## src/assert_macros.svh

```systemverilog
// assertion macros for the rtl files, used by the engine
// each expects signals named clock and reset in the using module
`ifndef ASSERT_MACROS_SVH
`define ASSERT_MACROS_SVH

`ifndef NO_ASSERTIONS

// same-cycle implication
`define ASSERT_IMPLY(lbl, ante, cons) \
   lbl: assert property (@(posedge clock) disable iff (reset) (ante) |-> (cons)) \
      else $error("assertion failed");

// next-cycle implication
`define ASSERT_NEXT(lbl, ante, cons) \
   lbl: assert property (@(posedge clock) disable iff (reset) (ante) |=> (cons)) \
      else $error("assertion failed");

`else

`define ASSERT_IMPLY(lbl, ante, cons)
`define ASSERT_NEXT(lbl, ante, cons)

`endif

`endif

```

## src/smbt_pkg.sv

```systemverilog
package smbt_pkg;

   // frame geometry
   localparam int FRAME_BITS = 8;
   localparam int BYTE_BITS = 8;
   localparam int BIT_CNT_W = 4;
   localparam int PRESCALE_W = 7;
   localparam int BAUD_W = 3;
   localparam logic [BIT_CNT_W-1:0] BIT_LAST = BIT_CNT_W'(FRAME_BITS - 1);

   // configuration register indexes
   localparam int CSR_INDEX_W = 2;
   localparam int CSR_DATA_W = 8;
   localparam logic [CSR_INDEX_W-1:0] CSR_BAUD = 2'd0;
   localparam logic [CSR_INDEX_W-1:0] CSR_POLARITY = 2'd1;
   localparam logic [CSR_INDEX_W-1:0] CSR_PHASE = 2'd2;

   // one input tick
   typedef struct packed {
      logic                 kind;
      logic [BYTE_BITS-1:0] tx_byte;
      logic                 miso_in;
   } req_word_type;

   // one result tick
   typedef struct packed {
      logic                 sck_out;
      logic                 mosi_out;
      logic                 rx_valid;
      logic [BYTE_BITS-1:0] rx_byte;
      logic                 tx_empty;
      logic                 busy_res;
   } rsp_word_type;

   // configuration write
   typedef struct packed {
      logic                   valid;
      logic [CSR_INDEX_W-1:0] index;
      logic [CSR_DATA_W-1:0]  data;
   } csr_write_type;

endpackage

```

## src/smbt_in_reg.sv

```systemverilog
module smbt_in_reg (
   input  logic                 clock,
   input  logic                 reset,
   input  logic                 req_valid,
   output logic                 req_stall,
   input  smbt_pkg::req_word_type req_word,
   input  logic                 advance,
   output logic                 word_valid,
   output smbt_pkg::req_word_type word
);

   logic                   valid_ff, valid_in;
   smbt_pkg::req_word_type word_ff, word_in;
   logic                   take;

   // stage frees up when its word moves on
   assign req_stall = valid_ff && !advance;
   assign take = req_valid && !req_stall;

   always_comb begin
      valid_in = valid_ff;
      word_in = word_ff;
      if (take) begin
         valid_in = 1'b1;
         word_in = req_word;
      end else if (advance) begin
         valid_in = 1'b0;
      end
   end

   always_ff @(posedge clock) begin
      if (reset) begin
         valid_ff <= 1'b0;
      end else begin
         valid_ff <= valid_in;
      end
   end

   always_ff @(posedge clock) begin
      word_ff <= word_in;
   end

   assign word_valid = valid_ff;
   assign word = word_ff;

endmodule

```

## src/smbt_engine.sv

```systemverilog
`include "assert_macros.svh"

module smbt_engine (
   input  logic                    clock,
   input  logic                    reset,
   input  smbt_pkg::csr_write_type csr,
   input  logic                    fire,
   input  smbt_pkg::req_word_type  word,
   output smbt_pkg::rsp_word_type  result
);

   localparam int FB = smbt_pkg::FRAME_BITS;

   // configuration
   logic [smbt_pkg::BAUD_W-1:0] baud_ff;
   logic                        polarity_ff;
   logic                        phase_ff;

   // controller state
   logic [FB-1:0]                   tx_shift_ff, tx_shift_in;
   logic [FB-1:0]                   rx_shift_ff, rx_shift_in;
   logic [FB-1:0]                   rx_holding_ff, rx_holding_in;
   logic [smbt_pkg::BYTE_BITS-1:0]  hold_byte_ff, hold_byte_in;
   logic                            hold_full_ff, hold_full_in;
   logic [smbt_pkg::BIT_CNT_W-1:0]  bit_counter_ff, bit_counter_in;
   logic [smbt_pkg::PRESCALE_W-1:0] prescale_ff, prescale_in;
   logic                            sck_level_ff, sck_level_in;
   logic                            frame_active_ff, frame_active_in;

   logic [smbt_pkg::PRESCALE_W-1:0] limit;
   logic                            leading;
   logic                            last;
   logic                            rx_valid;

   // configuration register decode
   always_ff @(posedge clock) begin
      if (reset) begin
         baud_ff <= '0;
         polarity_ff <= 1'b0;
         phase_ff <= 1'b0;
      end else if (csr.valid) begin
         unique case (csr.index)
            smbt_pkg::CSR_BAUD: baud_ff <= csr.data[smbt_pkg::BAUD_W-1:0];
            smbt_pkg::CSR_POLARITY: polarity_ff <= csr.data[0];
            smbt_pkg::CSR_PHASE: phase_ff <= csr.data[0];
            default: ;
         endcase
      end
   end

   // half period terminal count
   assign limit = (smbt_pkg::PRESCALE_W'(1) << baud_ff) - smbt_pkg::PRESCALE_W'(1);
   assign leading = (sck_level_ff == polarity_ff);

   // one tick: write, frame start, sck edge, frame end
   always_comb begin
      tx_shift_in = tx_shift_ff;
      rx_shift_in = rx_shift_ff;
      rx_holding_in = rx_holding_ff;
      hold_byte_in = hold_byte_ff;
      hold_full_in = hold_full_ff;
      bit_counter_in = bit_counter_ff;
      prescale_in = prescale_ff;
      sck_level_in = sck_level_ff;
      frame_active_in = frame_active_ff;
      last = 1'b0;
      rx_valid = 1'b0;
      if (fire) begin
         // holding register write, dropped when full
         if (word.kind && !hold_full_ff) begin
            hold_byte_in = word.tx_byte;
            hold_full_in = 1'b1;
         end
         if (!frame_active_ff) begin
            sck_level_in = polarity_ff;
            if (hold_full_in) begin
               tx_shift_in = FB'(hold_byte_in);
               hold_full_in = 1'b0;
               frame_active_in = 1'b1;
               bit_counter_in = '0;
               prescale_in = '0;
               rx_shift_in = '0;
            end
         end else if (prescale_ff >= limit) begin
            prescale_in = '0;
            sck_level_in = ~sck_level_ff;
            if (leading) begin
               if (!phase_ff) begin
                  rx_shift_in = {rx_shift_ff[FB-2:0], word.miso_in};
               end else if (bit_counter_ff != '0) begin
                  tx_shift_in = {tx_shift_ff[FB-2:0], 1'b0};
               end
            end else begin
               if (!phase_ff) begin
                  tx_shift_in = {tx_shift_ff[FB-2:0], 1'b0};
               end else begin
                  rx_shift_in = {rx_shift_ff[FB-2:0], word.miso_in};
               end
               last = (bit_counter_ff >= smbt_pkg::BIT_LAST);
               bit_counter_in = bit_counter_ff + smbt_pkg::BIT_CNT_W'(1);
            end
            // frame end
            if (last) begin
               rx_holding_in = rx_shift_in;
               rx_valid = 1'b1;
               frame_active_in = 1'b0;
               bit_counter_in = '0;
               sck_level_in = polarity_ff;
            end
         end else begin
            prescale_in = prescale_ff + smbt_pkg::PRESCALE_W'(1);
         end
      end
   end

   always_ff @(posedge clock) begin
      if (reset) begin
         tx_shift_ff <= '0;
         rx_shift_ff <= '0;
         rx_holding_ff <= '0;
         hold_byte_ff <= '0;
         hold_full_ff <= 1'b0;
         bit_counter_ff <= '0;
         prescale_ff <= '0;
         sck_level_ff <= 1'b0;
         frame_active_ff <= 1'b0;
      end else begin
         tx_shift_ff <= tx_shift_in;
         rx_shift_ff <= rx_shift_in;
         rx_holding_ff <= rx_holding_in;
         hold_byte_ff <= hold_byte_in;
         hold_full_ff <= hold_full_in;
         bit_counter_ff <= bit_counter_in;
         prescale_ff <= prescale_in;
         sck_level_ff <= sck_level_in;
         frame_active_ff <= frame_active_in;
      end
   end

   // result word, values after the tick
   assign result.sck_out = sck_level_in;
   assign result.mosi_out = tx_shift_in[FB-1];
   assign result.rx_valid = rx_valid;
   assign result.rx_byte = smbt_pkg::BYTE_BITS'(rx_holding_in);
   assign result.tx_empty = !hold_full_in;
   assign result.busy_res = frame_active_in;

   // a completed byte always ends the frame
   `ASSERT_IMPLY(a_valid_ends_frame, fire && rx_valid, !frame_active_in)
   // pending byte starts a frame as soon as the line is idle
   `ASSERT_NEXT(a_pending_starts, fire && !frame_active_ff && hold_full_ff, frame_active_ff)
   // bit count stays inside the frame
   `ASSERT_IMPLY(a_bit_range, frame_active_ff, bit_counter_ff <= smbt_pkg::BIT_LAST)
   // idle sck rests at the polarity level
   `ASSERT_IMPLY(a_idle_sck, fire && !frame_active_in, sck_level_in == polarity_ff)

endmodule

```

## src/smbt_out_reg.sv

```systemverilog
module smbt_out_reg (
   input  logic                   clock,
   input  logic                   reset,
   input  logic                   load,
   input  smbt_pkg::rsp_word_type word,
   output logic                   can_load,
   output logic                   rsp_valid,
   input  logic                   rsp_stall,
   output smbt_pkg::rsp_word_type rsp_word
);

   logic                   valid_ff, valid_in;
   smbt_pkg::rsp_word_type word_ff, word_in;

   // register may refill while its word is taken
   assign can_load = !valid_ff || !rsp_stall;

   always_comb begin
      valid_in = valid_ff;
      word_in = word_ff;
      if (load) begin
         valid_in = 1'b1;
         word_in = word;
      end else if (!rsp_stall) begin
         valid_in = 1'b0;
      end
   end

   always_ff @(posedge clock) begin
      if (reset) begin
         valid_ff <= 1'b0;
      end else begin
         valid_ff <= valid_in;
      end
   end

   always_ff @(posedge clock) begin
      word_ff <= word_in;
   end

   assign rsp_valid = valid_ff;
   assign rsp_word = word_ff;

endmodule

```

## src/spi_master_byte_transceiver_core.sv

```systemverilog
// path: an accepted tick word sits in the input register, then takes one combinational
// step through the engine into the result register
// throughput: one tick word per cycle while the receiver does not stall, set by the single-step engine
// reset: synchronous, active high; sck idles low, configuration and all controller state clear
// the csr port is always ready
module spi_master_byte_transceiver_core (
   input  logic                                clock,
   input  logic                                reset,
   input  logic                                req_valid,
   output logic                                req_stall,
   input  logic                                req_kind,
   input  logic [smbt_pkg::BYTE_BITS-1:0]      req_tx_byte,
   input  logic                                req_miso_in,
   output logic                                rsp_valid,
   input  logic                                rsp_stall,
   output logic                                rsp_sck_out,
   output logic                                rsp_mosi_out,
   output logic                                rsp_rx_valid,
   output logic [smbt_pkg::BYTE_BITS-1:0]      rsp_rx_byte,
   output logic                                rsp_tx_empty,
   output logic                                rsp_busy_res,
   input  logic                                csr_valid,
   output logic                                csr_ready,
   input  logic [smbt_pkg::CSR_INDEX_W-1:0]    csr_index,
   input  logic [smbt_pkg::CSR_DATA_W-1:0]     csr_wdata
);

   smbt_pkg::req_word_type  req_word;
   smbt_pkg::req_word_type  stage_word;
   smbt_pkg::rsp_word_type  result;
   smbt_pkg::rsp_word_type  rsp_word;
   smbt_pkg::csr_write_type csr;
   logic                    stage_valid;
   logic                    can_load;
   logic                    fire;

   assign req_word.kind = req_kind;
   assign req_word.tx_byte = req_tx_byte;
   assign req_word.miso_in = req_miso_in;

   assign csr_ready = 1'b1;
   assign csr.valid = csr_valid;
   assign csr.index = csr_index;
   assign csr.data = csr_wdata;

   // a tick is processed when the result register has room
   assign fire = stage_valid && can_load;

   smbt_in_reg u_in (
      .clock      (clock),
      .reset      (reset),
      .req_valid  (req_valid),
      .req_stall  (req_stall),
      .req_word   (req_word),
      .advance    (fire),
      .word_valid (stage_valid),
      .word       (stage_word)
   );

   smbt_engine u_engine (
      .clock  (clock),
      .reset  (reset),
      .csr    (csr),
      .fire   (fire),
      .word   (stage_word),
      .result (result)
   );

   smbt_out_reg u_out (
      .clock     (clock),
      .reset     (reset),
      .load      (fire),
      .word      (result),
      .can_load  (can_load),
      .rsp_valid (rsp_valid),
      .rsp_stall (rsp_stall),
      .rsp_word  (rsp_word)
   );

   assign rsp_sck_out = rsp_word.sck_out;
   assign rsp_mosi_out = rsp_word.mosi_out;
   assign rsp_rx_valid = rsp_word.rx_valid;
   assign rsp_rx_byte = rsp_word.rx_byte;
   assign rsp_tx_empty = rsp_word.tx_empty;
   assign rsp_busy_res = rsp_word.busy_res;

endmodule

```

## config.mk

```make
export PLATFORM = sky130hd
export DESIGN_NAME = spi_master_byte_transceiver_core
export DESIGN_NICKNAME = d
export VERILOG_FILES = /design/src/smbt_pkg.sv /design/src/smbt_in_reg.sv /design/src/smbt_engine.sv /design/src/smbt_out_reg.sv /design/src/spi_master_byte_transceiver_core.sv
export VERILOG_INCLUDE_DIRS = /design/src /design/src/src
export SDC_FILE = /design/constraint.sdc
export NUM_CORES = 1
export LEC_CHECK = 0
export ABC_AREA = 1
export ABC_CLOCK_PERIOD_IN_PS = 3700
export BUFFER_PORTS_ARGS = -buffer_cell sky130_fd_sc_hd__buf_4
export CAP_MARGIN = 0
export CORE_MARGIN = 3
export CORE_UTILIZATION = 40
export CTS_CLUSTER_SIZE = 8
export DETAILED_ROUTE_END_ITERATION = 6
export HOLD_SLACK_MARGIN = 0.05
export REMOVE_ABC_BUFFERS = 1
export SKIP_LAST_GASP = 1
export SYNTH_ARGS = -nofsm -noshare
export SYNTH_HDL_FRONTEND = slang
export SYNTH_SLANG_ARGS = --single-unit
```

## constraint.sdc

```tcl
create_clock -name clock -period 3.7 [get_ports clock]
set_input_delay 0 -clock clock [delete_from_list [all_inputs] [get_ports clock]]
set_output_delay 0 -clock clock [all_outputs]
set_load 0.005 [all_outputs]
```

==> results of run 1 <==
==> routing by layer <==
layer  global-route usage, %  vias up  share of wire, %
met5                       0        -                 0
met4                   5.180        0               1.6
met3                   3.491       12               3.6
met2                   26.82       45                49
met1                   19.47     1489                46
li1                        -     1785                 -
==> per-stage QoR <==
stage          area, um2  instances
2_1_floorplan       3845        512
5_1_grt             4795        718
3_3_place_gp        4269        676
6_report            4795        718
4_1_cts             4795        718
3_5_place_dp        4269        676
==> timing repair <==
item,in CTS,in global routing
buffers inserted,0,0
hold buffers,26,0
endpoints found under the hold margin,29,0
==> logic make-up after synthesis <==
family | share of synthesized area [%]
AO/OA/AOI/OAI | 10.17
XOR/XNOR | 1.102
adder cells (fa/ha/maj) | 3.462
buffers and inverters | 11.52
flip-flops | 44.07
other | 0.09434
AND/OR/NAND/NOR | 29.59
==> sequential cells by signal, summed over array words and instances, names as in the netlist, 4 cells and up <==
register                 flops
u_engine.tx_shift_ff         8
u_engine.hold_byte_ff        8
u_engine.rx_shift_ff         8
u_engine.bit_counter_ff      4
u_in.word                   10
u_out.rsp_word              13
u_engine.prescale_ff         7
u_engine.rx_holding_ff       8
==> final timing paths <==
check,start,endpoint,slack [ps],depth (start not counted)
max,u_engine.baud_ff[2],u_out.rsp_word[4],930,15
min,csr_index[1],u_engine.phase_ff,60,4
max reg2reg,u_engine.baud_ff[2],u_out.rsp_word[4],930,15
min reg2reg,u_engine.rx_shift_ff[7],u_engine.rx_shift_ff[7],480,2
==> layout make-up <==
type / count / area, um2
clock buffer: 10 / 127.6
clock inverter: 6 / 137.6
fill: 943 / 4664
inverter: 85 / 327.8
multi-input combinational: 351 / 1765
sequential: 76 / 1752
tap: 129 / 161.4
timing repair buffer: 61 / 523.0
==> synth_stat cells (all sizes together) <==
library cell,count,area share (%)
a21oi,30,4.6
a22oi,1,0.19
and3,1,0.16
buf,14,3.0
clkbuf,3,0.31
clkinv,1,0.13
conb,1,0.094
dfxtp,53,27
edfxtp,23,17
ha,11,3.5
inv,84,8.1
nand2,160,16
nand3,22,3.3
nand4,13,2.6
nor2,48,4.6
nor2b,1,0.16
nor3,8,1.0
nor3b,1,0.31
nor4,1,0.16
o21ai,41,5.4
or2,7,1.1
xnor2,1,0.22
xor2,4,0.88
==> worst max-delay path, cell delays in order (launching register included) <==
cell and delay (ps):
dfxtp_1 410, inv_1 130, nand2_1 120, ha_1 180, o21ai_0 130, a21oi_1 170
xor2_1 160, ha_1 250, nand2_1 100, inv_2 50, a21oi_4 230, nand2_2 200
nand4_4 170, nand2_1 70, nand2_1 90, inv_1 50
==> power groups by stage <==
stage	sequential (mW)	clock, mW	combinational (mW)
CTS	0.916	0.853	0.248
finish	0.916	0.833	0.246
floorplan	0.930	0	0.155
global placement	0.933	0	0.222
global route	0.921	0.879	0.280
detailed placement	0.935	0	0.226
==> qor.yml, run 1 <==
setup_path:
  start_kind: "register"
  crit_required_ps: 3820
  path_class: "register to register"
  critPathArrivalTime_ps: 2890
  end_kind: "register"
  cp_max_fo: 9
placed_design:
  port_buffers: 34
  gp_congestion: 0.7874
  dp_worst_setup_slack_ps: 923.3
  dp_hpwl_um: 5652
floorplan:
  die_h_um: 105.7
  num_rows: 35
  initial_utilization_pct: 42.02
  io_pins: 41
  core_mm2: 0.009459
  dieArea_mm2: 0.01117
  die_w_um: 105.7
sta:
  finalHoldViolations: 0
  holdWs_ps: 64.72
  slew_headroom_pct: 36.05
  timing.fmax_mhz: 361.5
  skew_ps: 8.146
  finalSetupViolations: 0
  grt_setup_unrepaired: "false"
  slew_viol_final: 0
  tns_ps: 0
  post-route-period-util_pct: 74.76
  post-route-min-period_ps: 2766
  worstMarginPinSlew_ps: 958.2
  fin_ws_ps: 933.9
synth:
  yosys_warnings: 0
  ys_seq_elements: 76
  ys_types: 41
  seq_area_frac_synth_pct: 44.07
  synthesis.area_mm2: 0.003975
  syn_inst: 529
  syn-mean-instance-area_um2: 7.514
worst_hold_path:
  hold_class: "primary input to register"
cells_and_area:
  layout-drive-gt1-share_pct: 13.92
  final_cell_mix: "nand2_1 (149), inv_1 (79), dfxtp_1 (53)"
  area_growth_pct: 20.62
  layout_commonest_cell: "nand2_1"
  fin_util_pct: 50.69
  num-nets-final: 620
  antennaDiodeCount: 0
route:
  num_vias: 3331
  wl_per_cell_um: 11.44
  first_pass_iters: 4
  wl_um: 8213
  ant_nets: 0
  drc: 0
  drt_iter0_drc: 137
  viasPerCell: 4.639
global_route:
  grt_max_degree: 29
  antenna_found_initial: 0
  grt_pass1_vias: 3161
  grt_pass1_wl_um: 14350
  grt_overflow: 0
  grt_usage_pct: 15.66
pwr:
  seqPwrFrac_pct: 45.9
  power.share.combinational_pct: 12.3
  p_int_mw: 1.508
  p_per_area_mw_per_mm2: 416.0
  p_leak_nw: 2.214
  vdd.ir_drop.worst_uv: 209.3
  p_clk_share_pct: 41.8
  total_power_mw: 1.995
  netSwitchingFraction_pct: 24.39
  switchingPower_mw: 0.4865
clock_network:
  clk_latency_ps: 360
  cts_buffers: 9
  cts-resized-gates: 0
  cts_sinks: 76
  tritoncts: "yes"
  clock-root-buffer: "clkbuf_8"
  cts_buffer_depth: 2
  clk_pin_slew_ps: 80
  cts_max_level: 3
run:
  cap_violations: 0
run_status:
  status: "completed"
Note: power is estimated with default switching activity, not from simulation.
==> run 2: changes to the inputs <==
--- a/config.mk
+++ b/config.mk
@@ -7,7 +7,7 @@
 export NUM_CORES = 1
 export LEC_CHECK = 0
 export ABC_AREA = 1
-export ABC_CLOCK_PERIOD_IN_PS = 3700
+export ABC_CLOCK_PERIOD_IN_PS = 2300
 export BUFFER_PORTS_ARGS = -buffer_cell sky130_fd_sc_hd__buf_4
 export CAP_MARGIN = 0
 export CORE_MARGIN = 3
==> constraint.sdc (replaced) <==
create_clock -name clock -period 2.3 [get_ports clock]
set_input_delay 0 -clock clock [delete_from_list [all_inputs] [get_ports clock]]
set_output_delay 0 -clock clock [all_outputs]
set_load 0.005 [all_outputs]
==> run 2 against run 1 <==
  * Flip-flop and latch count did not move
  * Clock skew barely moved
  * Cell count rose by 4.6%
  * Worst hold slack improved by 290 ps
  * Sequential power rose by 60%
  * Global-route usage rose by 1.7 points
  * Sequential share of layout area fell by 3.5 points
  * Register-to-register slack got worse by 1100 ps
  * The run now ends with setup timing left
  * Fmax rose by 13%
  * Non-clock buffer count rose by 31
==> qor.yml, run 2 (synthesized netlist as in run 1, its figures left out) <==
route:
  drt_iter0_drc: 109
  ant_nets: 0
  viasPerCell: 4.756
  num_vias: 3572
  first_pass_iters: 5
  wl_per_cell_um: 12.31
  wl_um: 9245
  drc: 0
floorplan:
  initial_utilization_pct: 42.02
  die_w_um: 105.7
  io_pins: 41
  dieArea_mm2: 0.01117
  num_rows: 35
  core_mm2: 0.009459
  die_h_um: 105.7
clock_network:
  cts_sinks: 76
  cts_buffers: 9
  clock-root-buffer: "clkbuf_8"
  cts_max_level: 3
  clk_pin_slew_ps: 80
  tritoncts: "yes"
  clk_latency_ps: 350
  cts_buffer_depth: 2
run_status:
  status: "finished, violations left"
  violations: "setup timing"
pwr:
  seqPwrFrac_pct: 45.4
  p_leak_nw: 2.464
  power.share.combinational_pct: 16.6
  vdd.ir_drop.worst_uv: 380.6
  netSwitchingFraction_pct: 26.17
  p_clk_share_pct: 38.0
  switchingPower_mw: 0.8475
  total_power_mw: 3.238
  p_int_mw: 2.391
  p_per_area_mw_per_mm2: 608.4
global_route:
  grt_usage_pct: 17.31
  grt_pass1_wl_um: 15640
  grt_pass1_vias: 3368
  grt_max_degree: 23
  grt_overflow: 0
  antenna_found_initial: 0
cells_and_area:
  fin_area_mm2: 0.005323
  final_cell_mix: "nand2_1 (133), inv_1 (77), buf_4 (59)"
  antennaDiodeCount: 0
  layout_commonest_cell: "nand2_1"
  layout-drive-gt1-share_pct: 26.37
  num-nets-final: 653
  largest_reg_flops: 13
  area_growth_pct: 33.90
sta:
  post-route-period-util_pct: 106.1
  skew_ps: 8.474
  grt_setup_unrepaired: "true"
  fin_ws_ps: -141.4
  worstMarginPinSlew_ps: 546.9
  slew_headroom_pct: 63.49
  timing.fmax_mhz: 409.6
  slew_viol_final: 0
  finalSetupViolations: 43
  post-route-min-period_ps: 2441
  finalHoldViolations: 0
  tns_ps: -4028
placed_design:
  dp_worst_setup_slack_ps: -258.9
  port_buffers: 34
  place_area_mm2: 0.004409
  dp_hpwl_um: 5936
  gp_congestion: 0.8261
setup_path:
  critPathArrivalTime_ps: 2700
  start_kind: "register"
  path_class: "register to register"
  crit_required_ps: 2550
  end_kind: "register"
  cp_max_fo: 5
run:
  cap_violations: 0
worst_hold_path:
  hold_class: "primary input to register"
-- run 2: cell count changes in the layout (fill, tap and decap cells not counted), moves of 5 or more --
cell / delta
buf_4: +24
nand2_1: -16
nand2_2: +9
nor2_1: -9
nor2_2: +8
o21ai_0: -7
a21oi_1: -6
a21oi_2: +6
buf_6: +6
nand2_4: +6
o21ai_2: +5
-- run 2: timing repair --
| item | 4_1_cts | 5_1_grt |
|---|---|---|
| hold buffers | 26 | 0 |
| endpoints found under the hold margin | 29 | 0 |
| gates cloned | 2 | 0 |
| gates resized for setup | 50 | 34 |
| pin swaps | 19 | 22 |
| setup endpoints to repair | 49 | 49 |
| setup buffers | 2 | 13 |
-- run 2: stage by stage --
| step | hold slack, ps | std cells | utilization (%) |
|---|---|---|---|
| after floorplan | 69.07 | 512 | - |
| after global placement | 178.4 | 693 | 46.61 |
| after detailed placement | 179.3 | 693 | 46.61 |
| after CTS | 339.3 | 739 | 54.11 |
| after global routing | 344.2 | 751 | 56.27 |
| final | 359.4 | 751 | 56.27 |
-- run 2: path summary, 6_finish.rpt --
| kind | startpoint | endpoint | slack [ps] | depth (start not counted) |
|---|---|---|---|---|
| hold / removal | req_tx_byte[4] | u_in.word[5] | 360 | 2 |
| setup reg to reg | u_engine.baud_ff[0] | u_engine.tx_shift_ff[6] | -140 | 17 |
| hold reg to reg | u_engine.rx_shift_ff[4] | u_engine.rx_shift_ff[4] | 480 | 2 |
| setup / recovery | u_engine.baud_ff[0] | u_engine.tx_shift_ff[6] | -140 | 17 |
-- run 2: layout make-up --
type	instances	area (um2)
tap	129	161.4
fill	879	4136
inverter	85	341.6
clock inverter	6	112.6
sequential	76	1758
timing repair buffer	92	790.8
clock buffer	10	127.6
multi-input combinational	353	2031
-- run 2: routing by layer --
metal,GRT usage [%],wire length (um),part of all wire [%],up-vias
met5,0,0,0,-
met2,29.19,4430,48,69
li1,-,-,-,1854
met1,21.66,4269,46,1632
met4,5.643,217,2.3,0
met3,4.348,328,3.5,17
-- run 2: power by group through the flow --
stage / clock, mW / sequential (mW) / combinational (mW)
5_1_grt: 1.32 / 1.48 / 0.602
3_3_place_gp: 0 / 1.50 / 0.400
2_1_floorplan: 0 / 1.50 / 0.249
4_1_cts: 1.26 / 1.47 / 0.502
3_5_place_dp: 0 / 1.50 / 0.407
6_report: 1.23 / 1.47 / 0.538
-- run 2: critical path, cell delays in order, from the launching register on --
cell and delay (ps):
dfxtp_4 370, nor2_4 120, nand2_2 80, ha_4 180, buf_6 110, xor2_1 150
ha_1 310, nand2_1 60, inv_1 50, nand2_1 50, nand2_2 90, nand2_4 110
nand3_4 150, nand3_4 120, buf_6 140, buf_4 120, nor2_2 90, nor2_1 40
